**config.mk**
```make
export PLATFORM = sky130hd
export DESIGN_NAME = woau_front
export DESIGN_NICKNAME = d
export VERILOG_FILES = /design/src/rtl/core/woau_pkg.sv /design/src/rtl/core/woau_front.sv
export SDC_FILE = /design/constraint.sdc
export NUM_CORES = 1
export LEC_CHECK = 0
export ABC_AREA = 1
export ABC_CLOCK_PERIOD_IN_PS = 6400
export BUFFER_PORTS_ARGS = -buffer_cell sky130_fd_sc_hd__buf_2
export CORE_MARGIN = 2
export CORE_UTILIZATION = 40
export DETAILED_ROUTE_END_ITERATION = 8
export SLEW_MARGIN = 20
export SYNTH_ARGS = -nofsm -noshare
export SYNTH_HDL_FRONTEND = slang
export SYNTH_SLANG_ARGS = --single-unit
```
**constraint.sdc**
```tcl
create_clock -name clk -period 6.4 [get_ports clk]
set_clock_uncertainty 0.05 [all_clocks]
set_input_delay 1.28 -clock clk [delete_from_list [all_inputs] [get_ports clk]]
set_output_delay 1.28 -clock clk [all_outputs]
set_load 0.1 [all_outputs]
```
**src/rtl/core/woau_pkg.sv**
```systemverilog
// Package: payload types, codes and decode helpers for the write operand address unit
package woau_pkg;

	localparam int NUM_REGS = 32;
	localparam int REG_IW   = $clog2(NUM_REGS);

	localparam logic [1:0] CMD_DECODE = 2'd0;
	localparam logic [1:0] CMD_RDATA  = 2'd1;
	localparam logic [1:0] CMD_LOAD   = 2'd2;

	localparam logic [2:0] ACT_REG   = 3'd0;
	localparam logic [2:0] ACT_MEMWR = 3'd1;
	localparam logic [2:0] ACT_PTRRD = 3'd2;
	localparam logic [2:0] ACT_ERR   = 3'd3;
	localparam logic [2:0] ACT_LOAD  = 3'd4;

	localparam logic [2:0] FLT_T1S7   = 3'd0;
	localparam logic [2:0] FLT_G7RSV  = 3'd1;
	localparam logic [2:0] FLT_G7ABIT = 3'd2;
	localparam logic [2:0] FLT_G7ARSV = 3'd3;
	localparam logic [2:0] FLT_IMM    = 3'd4;
	localparam logic [2:0] FLT_QIMM   = 3'd5;

	localparam logic [1:0] SZ_WORD = 2'd2;

	// Address base sources
	localparam logic [1:0] BASE_REG = 2'd0;
	localparam logic [1:0] BASE_PC  = 2'd1;
	localparam logic [1:0] BASE_ABS = 2'd2;

	// Register side effects
	localparam logic [1:0] UPD_NONE    = 2'd0;
	localparam logic [1:0] UPD_POSTINC = 2'd1;
	localparam logic [1:0] UPD_PREDEC  = 2'd2;

	typedef struct packed {
		logic [1:0]  cmd;
		logic        mode_select;
		logic [7:0]  mode_byte;
		logic [63:0] ext_bytes;
		logic [31:0] pc_value;
		logic [1:0]  size_code;
		logic [31:0] store_value;
		logic [31:0] read_data;
		logic [4:0]  load_index;
	} in_item_t;

	typedef struct packed {
		logic [2:0]  action;
		logic [31:0] target;
		logic [31:0] data_out;
		logic [1:0]  width_code;
		logic [3:0]  spec_length;
		logic [2:0]  fault_code;
	} out_item_t;

	// Classified operation handed from front to back
	typedef enum logic [2:0] {
		OP_MEMWR, OP_PTRRD, OP_MERGE, OP_FAULT, OP_RDATA, OP_LOAD, OP_NONE
	} op_t;

	// base_sel: register, PC or absolute word
	typedef struct packed {
		op_t         op;
		logic [1:0]  base_sel;
		logic [31:0] abs_word;
		logic [31:0] pc;
		logic [4:0]  base_reg;
		logic [4:0]  idx_reg;
		logic        use_idx;
		logic        idx_scaled;
		logic [31:0] disp1;
		logic [31:0] disp2;
		logic [1:0]  upd;      // none, post-increment or pre-decrement
		logic [1:0]  size;
		logic [31:0] value;
		logic [31:0] read_data;
		logic [3:0]  len;
		logic [2:0]  fault;
		logic [4:0]  load_index;
	} work_t;

	function automatic logic [31:0] size_mask(input logic [1:0] sz);
		case (sz)
			2'd0:    size_mask = 32'h0000_00FF;
			2'd1:    size_mask = 32'h0000_FFFF;
			default: size_mask = 32'hFFFF_FFFF;
		endcase
	endfunction

	function automatic logic [7:0] ext_byte(input logic [63:0] e, input logic [2:0] k);
		ext_byte = e[k*8 +: 8];
	endfunction

	function automatic logic [31:0] ext_word(input logic [63:0] e, input logic [2:0] k);
		ext_word = {ext_byte(e, k + 3'd3), ext_byte(e, k + 3'd2),
			ext_byte(e, k + 3'd1), ext_byte(e, k)};
	endfunction

	function automatic logic [31:0] disp(input logic [63:0] e, input logic [1:0] kind,
		input logic [2:0] k);
		logic [15:0] h;
		h = {ext_byte(e, k + 3'd1), ext_byte(e, k)};
		case (kind)
			2'd0:    disp = {{24{h[7]}}, h[7:0]};
			2'd1:    disp = {{16{h[15]}}, h};
			default: disp = ext_word(e, k);
		endcase
	endfunction

	function automatic logic [2:0] disp_len(input logic [1:0] kind);
		case (kind)
			2'd0:    disp_len = 3'd1;
			2'd1:    disp_len = 3'd2;
			default: disp_len = 3'd4;
		endcase
	endfunction

endpackage

```
**src/rtl/core/woau_front.sv**
```systemverilog
// Front end: input queue stage that classifies specifiers into work records
module woau_front (
	input  logic              clk,
	input  logic              arst_n,
	input  woau_pkg::in_item_t in_item,
	input  logic              push,
	output logic              full,
	output woau_pkg::work_t   work,
	output logic              work_valid,
	input  logic              work_take
);

	woau_pkg::work_t w;
	logic            valid_q;
	woau_pkg::work_t work_q;
	logic [1:0]      sz;
	logic [2:0]      mode;
	logic [4:0]      r;
	logic [7:0]      b0;
	logic [2:0]      sel;
	logic [3:0]      t;
	logic [63:0]     e;
	logic [2:0]      n;

	// Decode one specifier into base, displacements and operation
	always_comb begin
		e    = in_item.ext_bytes;
		sz   = (in_item.size_code == 2'd3) ? woau_pkg::SZ_WORD : in_item.size_code;
		mode = in_item.mode_byte[7:5];
		r    = in_item.mode_byte[4:0];
		b0   = e[7:0];
		sel  = b0[7:5];
		t    = b0[3:0];
		n    = 3'd0;
		w            = '0;
		w.op         = woau_pkg::OP_NONE;
		w.base_sel   = woau_pkg::BASE_REG;
		w.upd        = woau_pkg::UPD_NONE;
		w.size       = sz;
		w.value      = in_item.store_value;
		w.read_data  = in_item.read_data;
		w.load_index = in_item.load_index;
		w.base_reg   = r;
		w.idx_reg    = r;
		w.abs_word   = woau_pkg::ext_word(e, 3'd0);
		w.pc         = in_item.pc_value;
		case (in_item.cmd)
			woau_pkg::CMD_RDATA: w.op = woau_pkg::OP_RDATA;
			woau_pkg::CMD_LOAD:  w.op = woau_pkg::OP_LOAD;
			woau_pkg::CMD_DECODE: begin
				if (!in_item.mode_select) begin
					if (mode <= 3'd2) begin
						w.op = woau_pkg::OP_MEMWR;
						w.disp1 = woau_pkg::disp(e, mode[1:0], 3'd0);
						w.len = {1'b0, 3'd1 + woau_pkg::disp_len(mode[1:0])};
					end else if (mode == 3'd3) begin
						w.op = woau_pkg::OP_MEMWR;
						w.len = 4'd1;
					end else if (mode <= 3'd6) begin
						w.op = woau_pkg::OP_PTRRD;
						w.disp1 = woau_pkg::disp(e, 2'(mode - 3'd4), 3'd0);
						w.len = {1'b0, 3'd1 + woau_pkg::disp_len(2'(mode - 3'd4))};
					end else begin
						w.base_sel = woau_pkg::BASE_PC;
						if (r < 5'd16) begin
							w.op = woau_pkg::OP_FAULT; w.fault = woau_pkg::FLT_QIMM;
						end else if (r <= 5'd18) begin
							w.op = woau_pkg::OP_MEMWR;
							w.disp1 = woau_pkg::disp(e, r[1:0], 3'd0);
							w.len = {1'b0, 3'd1 + woau_pkg::disp_len(r[1:0])};
						end else if (r == 5'd19) begin
							w.op = woau_pkg::OP_MEMWR; w.base_sel = woau_pkg::BASE_ABS;
							w.len = 4'd5;
						end else if (r == 5'd20) begin
							w.op = woau_pkg::OP_FAULT; w.fault = woau_pkg::FLT_IMM;
						end else if (r <= 5'd23 || r == 5'd31) begin
							w.op = woau_pkg::OP_FAULT; w.fault = woau_pkg::FLT_G7RSV;
						end else if (r <= 5'd26) begin
							w.op = woau_pkg::OP_PTRRD;
							w.disp1 = woau_pkg::disp(e, 2'(r - 5'd24), 3'd0);
							w.len = {1'b0, 3'd1 + woau_pkg::disp_len(2'(r - 5'd24))};
						end else if (r == 5'd27) begin
							w.op = woau_pkg::OP_PTRRD; w.base_sel = woau_pkg::BASE_ABS;
							w.len = 4'd5;
						end else begin
							n = woau_pkg::disp_len(2'(r - 5'd28));
							w.op = woau_pkg::OP_PTRRD;
							w.disp1 = woau_pkg::disp(e, 2'(r - 5'd28), 3'd0);
							w.disp2 = woau_pkg::disp(e, 2'(r - 5'd28), n);
							w.len = 4'd1 + {n, 1'b0};
						end
					end
				end else begin
					case (mode)
						3'd0, 3'd1, 3'd2: begin
							n = woau_pkg::disp_len(mode[1:0]);
							w.op = woau_pkg::OP_PTRRD;
							w.disp1 = woau_pkg::disp(e, mode[1:0], 3'd0);
							w.disp2 = woau_pkg::disp(e, mode[1:0], n);
							w.len = 4'd1 + {n, 1'b0};
						end
						3'd3: begin
							w.op = woau_pkg::OP_MERGE; w.len = 4'd1;
						end
						3'd4: begin
							w.op = woau_pkg::OP_MEMWR; w.len = 4'd1;
							w.upd = woau_pkg::UPD_POSTINC;
						end
						3'd5: begin
							w.op = woau_pkg::OP_MEMWR; w.len = 4'd1;
							w.upd = woau_pkg::UPD_PREDEC;
						end
						3'd6: begin
							w.base_reg = b0[4:0];
							w.use_idx = 1'b1;
							w.idx_scaled = 1'b1;
							if (sel <= 3'd2) begin
								w.op = woau_pkg::OP_MEMWR;
								w.disp1 = woau_pkg::disp(e, sel[1:0], 3'd1);
								w.len = {1'b0, 3'd2 + woau_pkg::disp_len(sel[1:0])};
							end else if (sel == 3'd3) begin
								w.op = woau_pkg::OP_MEMWR; w.len = 4'd2;
							end else if (sel <= 3'd6) begin
								w.op = woau_pkg::OP_PTRRD;
								w.disp1 = woau_pkg::disp(e, 2'(sel - 3'd4), 3'd1);
								w.len = {1'b0, 3'd2 + woau_pkg::disp_len(2'(sel - 3'd4))};
							end else if (!b0[4]) begin
								w.op = woau_pkg::OP_FAULT; w.fault = woau_pkg::FLT_G7ABIT;
							end else begin
								w.base_sel = woau_pkg::BASE_PC;
								w.abs_word = woau_pkg::ext_word(e, 3'd1);
								if (t <= 4'd2) begin
									w.op = woau_pkg::OP_MEMWR;
									w.disp1 = woau_pkg::disp(e, t[1:0], 3'd1);
									w.len = {1'b0, 3'd2 + woau_pkg::disp_len(t[1:0])};
								end else if (t == 4'd3) begin
									w.op = woau_pkg::OP_MEMWR; w.base_sel = woau_pkg::BASE_ABS;
									w.len = 4'd6;
								end else if (t >= 4'd8 && t <= 4'd10) begin
									w.op = woau_pkg::OP_PTRRD;
									w.disp1 = woau_pkg::disp(e, t[1:0], 3'd1);
									w.len = {1'b0, 3'd2 + woau_pkg::disp_len(t[1:0])};
								end else if (t == 4'd11) begin
									w.op = woau_pkg::OP_PTRRD; w.base_sel = woau_pkg::BASE_ABS;
									w.idx_scaled = 1'b0; w.len = 4'd6;
								end else begin
									w.op = woau_pkg::OP_FAULT; w.fault = woau_pkg::FLT_G7ARSV;
								end
							end
						end
						default: begin
							w.op = woau_pkg::OP_FAULT; w.fault = woau_pkg::FLT_T1S7;
						end
					endcase
				end
			end
			default: w.op = woau_pkg::OP_NONE;
		endcase
	end

	// Hold one classified item; refill as the back end takes it
	assign full       = valid_q && !work_take;
	assign work       = work_q;
	assign work_valid = valid_q;

	always_ff @(posedge clk or negedge arst_n) begin
		if (!arst_n) begin
			valid_q <= 1'b0;
		end else if (!full) begin
			valid_q <= push && (w.op != woau_pkg::OP_NONE);
		end
	end

	always_ff @(posedge clk) begin
		if (!full) begin
			work_q <= w;
		end
	end

endmodule

```
# Yosys cells after proc, flatten, opt, wreduce, memory -nomap -nowiden
# Index checks and enable logic that the tools add are counted.
dict set report totals {
  register_bits 226
  output_inout_bits 227
  word_cells 309
  in_bits 182
}
dict set report classes {
  addsub 20
  magnitude_cmp 11
  n_eq_ne 25
  n_mux 207
  n_reduce_logical 20
  shifts 8
}
# operator n
set ops {}
lappend ops {{$mux W64} 18}
lappend ops {{$pmux W32 S2} 11}
lappend ops {{$shiftx A64 B7 Y8} 8}
lappend ops {{$mux W32} 15}
lappend ops {{$mux W3} 89}
lappend ops {{$mux W34} 5}
lappend ops {{$mux W33} 3}
lappend ops {{$mux W4} 15}
lappend ops {{$mux W2} 26}
lappend ops {{$pmux W3 S2} 8}
lappend ops {{$mux W5} 6}
lappend ops {{$eq A5 B5 Y1 const B} 4}
lappend ops {{$eq A2 B1 Y1 const B} 9}
lappend ops {{$logic_not A2 Y1} 9}
lappend ops {{$le A5 B5 Y1 const B} 3}
lappend ops {{$add A1 B3 Y3 const A} 4}
lappend ops {{$add A2 B3 Y3 const A} 4}
lappend ops {{$add A3 B2 Y3 const B} 4}
lappend ops {{$pmux W3 S4} 1}
lappend ops {{$pmux W4 S3} 1}
lappend ops {{$eq A3 B2 Y1 const B} 3}
lappend ops {{$eq A3 B3 Y1 const B} 3}
lappend ops {{$pmux W3 S3} 1}
lappend ops {{$add A1 B4 Y4 const A} 2}
lappend ops {{other kinds (24)} 39}

# Longest topological paths before layout
# Gate-level depths: netlist (run 1).
dict set report depth {
  depth_word 40
  mapped_depth 17
  depth_no_buf 13
}

# Least setup slack after synthesis (run 1)
# No wires, ideal clock.
dict set report synth_path {
  path_type {input to register}
  from {input work_take}
  to {register work_q (netlist bit work[0]), enable pin}
  required_time_ps 5309
  stages 2
  path_buffers 0
  setup_slack_ps -989
  t_arrival_ps 6297
  setup_time_ps 1041
  cell_sequence {nor2_1 inv_1}
}
dict set report synth_between {
  elab_chain_cells 2
}
# item line_no
set synth_lines {}
lappend synth_lines {{start: declaration} woau_front.sv:10} ;# input logic work_take
lappend synth_lines {{$logic_not A1 Y1} woau_front.sv:162} ;# assign full = valid_q && !work_take;
lappend synth_lines {{$logic_and A1 B1 Y1} woau_front.sv:162}
lappend synth_lines {{end signal: assignment} woau_front.sv:176} ;# work_q <= w;
lappend synth_lines {{end: declaration} woau_front.sv:15} ;# woau_pkg::work_t work_q;
# Every way passes these cells.
# A chain may end at the register's enable or synchronous reset.

# Worst setup path in the final report (run 1)
dict set report layout_path {
  from {input in_item[168] in the netlist's numbering}
  to {register work_q (netlist bit work[101]), data pin}
}
dict set report layout_between {
  elab_chain_cells 40
  elab_cells_between_ends 53
  cone_classes {3 x add/sub; 4 x order compare; 5 x eq/ne; 3 x shift; 36 x mux; 2 x reduce/logical}
}
# item line_no
set layout_lines {}
lappend layout_lines {{start: declaration} woau_front.sv:5} ;# input woau_pkg::in_item_t in_item,
lappend layout_lines {{$sub A2 B1 Y2} {woau_front.sv:86, woau_front.sv:89}}
lappend layout_lines {{$eq A2 B1 Y1 or $logic_not A2 Y1 (tied branches)} {woau_pkg.sv:104, woau_pkg.sv:112}}
lappend layout_lines {{$pmux W3 S2} woau_pkg.sv:112} ;# case (kind)
lappend layout_lines {{$mux W3} woau_front.sv:82} ;# end else if (r == 5'd27) begin
lappend layout_lines {{$mux W3} woau_front.sv:78} ;# end else if (r <= 5'd26) begin
lappend layout_lines {{$mux W3} woau_front.sv:76} ;# end else if (r <= 5'd23 || r == 5'd31) begin
lappend layout_lines {{$mux W3} woau_front.sv:74} ;# end else if (r == 5'd20) begin
lappend layout_lines {{$mux W3} woau_front.sv:71} ;# end else if (r == 5'd19) begin
lappend layout_lines {{[... 24 more ...]} -}
lappend layout_lines {{$mux W64} woau_front.sv:74}
lappend layout_lines {{$mux W64} woau_front.sv:71}
lappend layout_lines {{$mux W32} woau_front.sv:67} ;# end else if (r <= 5'd18) begin
lappend layout_lines {{$mux W64 *} woau_front.sv:65} ;# if (r < 5'd16) begin
lappend layout_lines {{$mux W32 *} woau_front.sv:59} ;# end else if (mode <= 3'd6) begin
lappend layout_lines {{$mux W64 *} woau_front.sv:56} ;# end else if (mode == 3'd3) begin
lappend layout_lines {{$mux W32 *} woau_front.sv:52} ;# if (mode <= 3'd2) begin
lappend layout_lines {{$mux W64 *} woau_front.sv:51} ;# if (!in_item.mode_select) begin
# Every way passes the cells marked *; elsewhere a longest branch is shown, timed or not. The select of a mux whose other input is x is not followed.

==> results of run 1 <==
-- routing by layer --
layer | track usage, % | share of wire [%]
met5 | 0 | 0.056
met3 | 6.61 | 11
met1 | 42.1 | 39
met2 | 51.4 | 46
met4 | 13.9 | 4.7
-- synthesized netlist by cell type, drive strengths merged --
| cell type | n |
|---|---|
| nand2 | 447 |
| edfxtp | 225 |
| nand3 | 178 |
| a21oi | 166 |
| o21ai | 164 |
| inv | 103 |
| nor2 | 80 |
| buf | 60 |
| clkbuf | 47 |
| o221ai | 39 |
| o22ai | 18 |
| or2 | 11 |
| nor3 | 8 |
| nand4 | 7 |
| o211ai | 4 |
| ha | 3 |
| a211oi | 2 |
| a31oi | 2 |
| a41oi | 2 |
| clkinv | 2 |
| o31ai | 2 |
| a221oi | 1 |
| and3 | 1 |
| dfrtp | 1 |
| o2111ai | 1 |
| o32ai | 1 |
| xor2 | 1 |
-- how the worst min path moves through the flow --
stage                     slack (ns)  cells past startpoint  startpoint         end
after floorplan                 0.93                      0      arst_n  work_valid
after global placement          1.00                      1      arst_n  work_valid
after detailed placement        1.01                      1      arst_n  work_valid
after CTS                       0.45                      1      arst_n  work_valid
after global routing            0.45                      1      arst_n  work_valid
final                           0.47                      1      arst_n  work_valid
-- power breakdown --
part           leakage, nW  internal, mW  switching, mW
Combinational         4.37         0.256           1.36
Sequential            2.36          1.76         0.0282
Clock                0.381         0.799          0.600
Total                 7.12          2.82           1.99
-- sequential cells by signal, summed over array words and instances, names as in the netlist --
signal / count
work_valid: 1
work: 225
-- through the flow --
step	cell area (sq um)	util, %
finish	16200	50.0
global route	16200	50.0
CTS	16200	50.0
detailed placement	15400	47.5
global placement	15400	47.5
floorplan	13200	-
-- area by class of cell --
class                   count  area share (%)
clock buffers              28            3.93
clock inverters            17           0.949
inverters                 105            2.47
multi-input cells        1138            33.6
flip-flops and latches    226            41.8
well taps                 442            3.41
repair buffers            434            13.9
-- worst max-delay path, cell delays in order --
cell	delay, ns
sky130_fd_sc_hd__buf_2	0.66
sky130_fd_sc_hd__inv_1	0.14
sky130_fd_sc_hd__nand2_1	0.09
sky130_fd_sc_hd__buf_4	0.32
sky130_fd_sc_hd__ha_1	0.37
sky130_fd_sc_hd__inv_1	0.26
sky130_fd_sc_hd__buf_4	0.30
sky130_fd_sc_hd__buf_4	0.25
sky130_fd_sc_hd__a21oi_1	0.15
sky130_fd_sc_hd__o221ai_1	0.12
sky130_fd_sc_hd__nand3_1	0.12
sky130_fd_sc_hd__a21oi_1	0.09
-- kinds of logic after synthesis --
family	Yosys count	synth area share (%)
simple gates	732	24.0
compound gates	402	16.9
flops	226	51.5
buf+inv	212	7.11
fa+ha+maj	3	0.285
xor+xnor	1	0.0666
==> flow_summary.rst, run 1 <==
.. list-table::
   :header-rows: 1

   * - Metric
     - Value
   * - Final estimated routing congestion in global placement
     - 0.981
   * - Die area
     - 34400 sq um
   * - TritonCTS Buffers
     - 25
   * - Via count
     - 13700
   * - Max Fclk
     - 249 MHz
   * - Crit path max fanout
     - 38
   * - Deepest level of the CTS H-tree
     - 1
   * - CTS Root Cell
     - sky130_fd_sc_hd__clkbuf_16
   * - Data required, critical path
     - 6.59 ns
   * - Number of cells traversed by the worst register-to-register path
     - 4
   * - Top Ports
     - 409
   * - Antenna Nets Post-Route
     - 0
   * - Startpoint type of the worst setup path
     - primary input
   * - Number of storage elements in the synthesis netlist
     - 226
   * - Synth Area per Inst
     - 8.35 sq um
   * - Post-CTS sizing
     - 0
   * - Layout fillers
     - 3238
   * - Wire length of the first global-routing pass
     - 81.7 mm
   * - Ratio of final minimum period to clock period
     - 62.7%
   * - Worst vdd ir
     - 210 uV
   * - Leakage component of the power
     - 7.12 nW
   * - Clock insertion delay at the later pin of the skew report
     - 0.53 ns
   * - Capture point of the critical path
     - work[101]
   * - Worst setup path category
     - primary input to flip-flop
   * - Post-CTS setup buffer count
     - 0
   * - Initial antenna violation count
     - 2
   * - Final layout net count
     - 2115
   * - Via count of the first global-routing pass
     - 12700
   * - Std cell rows
     - 66
   * - Detailed Route WL
     - 57.2 mm
   * - Register clock-pin slew on the reported worst setup and hold paths
     - 0.06 ns
   * - Worst reg2reg path endpoint
     - work[111]
   * - Relative slew slack
     - 32.5%
   * - Yosys top cell area share
     - 51.4%
   * - Signed area change from the synthesized netlist to the final layout
     - 23.3%
   * - Grt total ovfl
     - 0
   * - Final setup slack of the worst path
     - 2.39 ns
   * - Setup TNS
     - 0 ns
   * - Biggest area contributors in the synthesized netlist
     - sky130_fd_sc_hd__edfxtp_1 51%, sky130_fd_sc_hd__nand2_1 13%, sky130_fd_sc_hd__nand3_1 6.7%
   * - Count of buffers from port buffering
     - 408
   * - Number of placed cells counting well taps
     - 2345
   * - Layout cells sized above 1
     - 26.2%
   * - Bufs on Longest Clock Path
     - 3
   * - Remaining routing DRC violations
     - 0
   * - Syn_nets
     - 1761
   * - Worst Hold Class
     - primary input to async pin
   * - Cell area after synthesis
     - 13200 sq um
   * - Critical Path Source
     - in_item[168]
   * - Clock sink total
     - 226
   * - Number of iterations in the first detailed-routing pass
     - 8
   * - Leading area contributor after synthesis
     - sky130_fd_sc_hd__edfxtp_1
   * - Syn Inst Count
     - 1576
   * - Status
     - complete, no violations
   * - Final instance count without filler cells
     - 2390
   * - Area used by sequential logic in the layout
     - 6780 sq um
   * - Measured slew at the worst slew-check pin
     - 1.01 ns
   * - Pwr Density
     - 296 nW/um^2
   * - Number of unique standard cell types used by synthesis
     - 44
   * - X dimension of the die
     - 185 um
   * - Pre-CTS worst setup slack
     - 1.87 ns
   * - Most common cell after layout, fill and taps aside
     - sky130_fd_sc_hd__nand2_1
   * - CTS tree
     - yes
   * - GRT Util Overall
     - 32.1%
   * - Origin of the critical flop-to-flop path
     - work_valid
   * - Post-synthesis sequential area ratio
     - 51.5%
   * - Core footprint
     - 32500 sq um
   * - Area taken by multi-input logic gates
     - 5440 sq um
   * - Post-layout power
     - 4.80 mW
   * - Count of hold buffers inserted by post-cts repair
     - 0
   * - Violation count after the first detailed-routing iteration
     - 1647
   * - Maximum number of pins on one net before global-route repair
     - 163
   * - Final Hold Vio Count
     - 0
   * - Max-slew violation count
     - 0
   * - Tightest hold margin
     - 0.466 ns
   * - Kind of end point of the critical path
     - flip-flop
   * - Die Y
     - 185 um
   * - Critical path arrival
     - 4.20 ns
   * - Count of antenna diodes in the layout
     - 0
   * - Max-cap viol count
     - 0
   * - Setup slack, reg-to-reg
     - 4.58 ns
   * - Via count normalized by instance count
     - 5.72
   * - Drt wl/cell
     - 23.9 um
   * - Unrepaired setup endpoints after global routing
     - false
   * - HPWL reported at the end of detailed placement
     - 41.3 mm
   * - Final Setup Violations
     - 0
   * - Total number of yosys warnings
     - 0
   * - Starting density of the core
     - 40.5%
   * - Final worst path period need
     - 4.01 ns
   * - Most used cells in the layout excluding fill and tap cells
     - 439 x sky130_fd_sc_hd__nand2_1, 408 x sky130_fd_sc_hd__buf_2, 225 x sky130_fd_sc_hd__edfxtp_1
Power figures use the tool's default switching activity.
==> run 2, diff against run 1 <==
Settings changed: ABC_CLOCK_PERIOD_IN_PS 6400 to 3500, PLACE_DENSITY set to 0.67.
Clock period 6.4 ns to 3.5 ns, I/O delays scaled along.
==> run 2 against run 1 <==
First-iteration DRC count down 4.9%. Highest routed layer is now met4. Largest cell class unchanged. Design area grew 1.9%. Worst hold slack got worse by 0.17 ns. Critical endpoint is now work[126]. Via count rose by 1.1%. Core utilization up 0.96 points. Worst setup slack worse by 1.6 ns. Total power up 86%. Cell count rose by 1.2%.
==> flow_summary.rst, run 2 (same netlist as run 1, synthesis figures left out) <==
.. list-table::
   :header-rows: 1

   * - Metric
     - Value
   * - Status
     - complete, no violations
   * - Initial antenna violation count
     - 0 (-2)
   * - Pwr Density
     - 540 nW/um^2 (+82%)
   * - Wire length of the first global-routing pass
     - 84.1 mm (+3.0%)
   * - Number of iterations in the first detailed-routing pass
     - 6 (-2)
   * - Kind of end point of the critical path
     - flip-flop
   * - Std cell rows
     - 66 (unchanged)
   * - Capture endpoint of the worst hold path
     - work[4]
   * - CTS Root Cell
     - sky130_fd_sc_hd__clkbuf_16
   * - Startpoint of the lowest-slack hold path
     - in_item[4]
   * - Most used cells in the layout excluding fill and tap cells
     - 439 x sky130_fd_sc_hd__nand2_1, 408 x sky130_fd_sc_hd__buf_2, 225 x sky130_fd_sc_hd__edfxtp_1
   * - Total cell area at the placement stage
     - 15700 sq um (+1.8%)
   * - Most common cell after layout, fill and taps aside
     - sky130_fd_sc_hd__nand2_1
   * - Bufs on Longest Clock Path
     - 3 (unchanged)
   * - Setup slack, reg-to-reg
     - 1.62 ns (-2.96 ns)
   * - Tightest hold margin
     - 0.294 ns (-0.172 ns)
   * - Worst setup path category
     - primary input to flip-flop
   * - Most used routing layer in global routing
     - met2
   * - Grt total ovfl
     - 0 (unchanged)
   * - Worst Hold Class
     - primary input to flip-flop
   * - Pre-CTS worst setup slack
     - 0.379 ns (-1.49 ns)
   * - Violation count after the first detailed-routing iteration
     - 1566 (-4.9%)
   * - Starting density of the core
     - 40.5% (unchanged)
   * - Post-CTS sizing
     - 0 (unchanged)
   * - Measured slew at the worst slew-check pin
     - 0.839 ns (-0.170 ns)
   * - Final Hold Vio Count
     - 0 (unchanged)
   * - Data required, critical path
     - 3.72 ns (-2.87 ns)
   * - Count of buffers from port buffering
     - 408 (unchanged)
   * - TritonCTS Buffers
     - 24 (-4.0%)
   * - Max Fclk
     - 372 MHz
   * - Remaining routing DRC violations
     - 0 (unchanged)
   * - Unrepaired setup endpoints after global routing
     - false
   * - Cell depth of the worst hold path
     - 1
   * - Max-slew violation count
     - 0 (unchanged)
   * - Crit path max fanout
     - 11 (-71%)
   * - Final design utilization
     - 50.9% (+0.96 points)
   * - Clock sink total
     - 226 (unchanged)
   * - Via count
     - 13800 (+1.1%)
   * - Final layout net count
     - 2143 (+1.3%)
   * - X dimension of the die
     - 185 um (unchanged)
   * - Antenna Nets Post-Route
     - 0 (unchanged)
   * - Relative slew slack
     - 43.4% (+11 points)
   * - Largest register FFs
     - 225 (unchanged)
   * - Startpoint type of the worst setup path
     - primary input
   * - Layout cells sized above 1
     - 27.0% (+0.84 points)
   * - Critical path arrival
     - 2.90 ns (-1.30 ns)
   * - Final setup slack of the worst path
     - 0.814 ns (-1.58 ns)
   * - Die Y
     - 185 um (unchanged)
   * - Final estimated routing congestion in global placement
     - 0.994 (+1.3%)
   * - Core footprint
     - 32500 sq um (unchanged)
   * - Area of all placed cells without fillers
     - 16500 sq um (+1.9%)
   * - Number of cells traversed by the worst register-to-register path
     - 4 (unchanged)
   * - Die area
     - 34400 sq um (unchanged)
   * - CTS tree
     - yes
   * - Maximum number of pins on one net before global-route repair
     - 69 (-58%)
   * - Worst vdd ir
     - 348 uV (+65%)
   * - Deepest level of the CTS H-tree
     - 1 (unchanged)
   * - Register clock-pin slew on the reported worst setup and hold paths
     - 0.06 ns (about the same)
   * - Signed area change from the synthesized netlist to the final layout
     - 25.6%
   * - HPWL reported at the end of detailed placement
     - 43.9 mm (+6.1%)
   * - Final worst path period need
     - 2.69 ns
   * - Max-cap viol count
     - 0 (unchanged)
   * - Drt wl/cell
     - 24.4 um (+2.1%)
   * - Fraction of met1 tracks used by global routing
     - 42.2% (+0.067 points)
   * - Worst reg2reg path endpoint
     - work[95]
   * - Met2 capacity usage during global routing
     - 52.9% (+1.6 points)
   * - Detailed Route WL
     - 59.1 mm (+3.3%)
   * - Top Ports
     - 409 (unchanged)
   * - Leakage component of the power
     - 7.29 nW (+2.4%)
   * - Ratio of final minimum period to clock period
     - 76.7%
   * - Origin of the critical flop-to-flop path
     - work_valid
   * - Clock insertion delay at the later pin of the skew report
     - 0.53 ns (about the same)
   * - Via count of the first global-routing pass
     - 12800 (+1.1%)
   * - Via count normalized by instance count
     - 5.71 (-0.14%)
   * - Met3 usage in global routing
     - 8.08% (+1.5 points)
   * - Final Setup Violations
     - 0 (unchanged)
   * - GRT Util Overall
     - 33.2% (+1.1 points)
## run 2: changes by cell type in the layout (fill, tap and decap cells not counted), sizes merged
cell / delta
dlygate4sd3: +1
diode: +1
clkinvlp: -3
buf: +28
bufinv: +2
## run 2: through the flow
step	std cells	setup TNS [ns]	power [mW]
after floorplan	1576	-401.20	5.57
after global placement	2373	0	6.29
after detailed placement	2373	0	6.29
after CTS	2418	0	8.94
after global routing	2418	0	9.20
final	2419	0	8.93
## run 2: worst max path at each step
stage | startpoint | to | slack, ns | depth (start not counted)
global route | in_item[172] | work[110] | 0.64 | 12
CTS | in_item[172] | work[106] | 0.91 | 12
detailed placement | in_item[172] | work[104] | 0.38 | 12
global placement | in_item[172] | work[138] | 0.45 | 12
floorplan | work_valid | work[0] | -1.78 | 3
finish | in_item[168] | work[126] | 0.81 | 10
## run 2: report_power, final
group          internal (mW)  switching (mW)  total (mW)
sequential              3.22          0.0506        3.27
combinational          0.496            2.51        3.01
clock                   1.59            1.06        2.65
## run 2: what timing repair did
action                    CTS  global route
hold endpoints to repair    1             0
setup buffers               0             0
hold buffers                1             0
## run 2: layout make-up
type	count	area (sq um)
diodes	1	2.50
clock buffers	28	637
clock inverters	16	170
fillers	3185	15900
inverters	105	400
multi-input cells	1138	5450
flip-flops and latches	226	6790
well taps	442	553
repair buffers	463	2530
## run 2: per-layer routing
metal | wire (um) | vias to the layer above
li1 | - | 6283
met1 | 22700 | 6468
met2 | 27000 | 900
met3 | 6350 | 162
met4 | 3160 | 0
met5 | 0 | -
## run 2: critical path, cell delays in order
cell	delay [ns]
sky130_fd_sc_hd__buf_2	0.19
sky130_fd_sc_hd__inv_1	0.13
sky130_fd_sc_hd__nand2_1	0.08
sky130_fd_sc_hd__ha_1	0.24
sky130_fd_sc_hd__nor2_1	0.48
sky130_fd_sc_hd__inv_1	0.45
sky130_fd_sc_hd__a21oi_1	0.35
sky130_fd_sc_hd__o22ai_1	0.13
sky130_fd_sc_hd__nand2_1	0.08
sky130_fd_sc_hd__a21oi_1	0.06
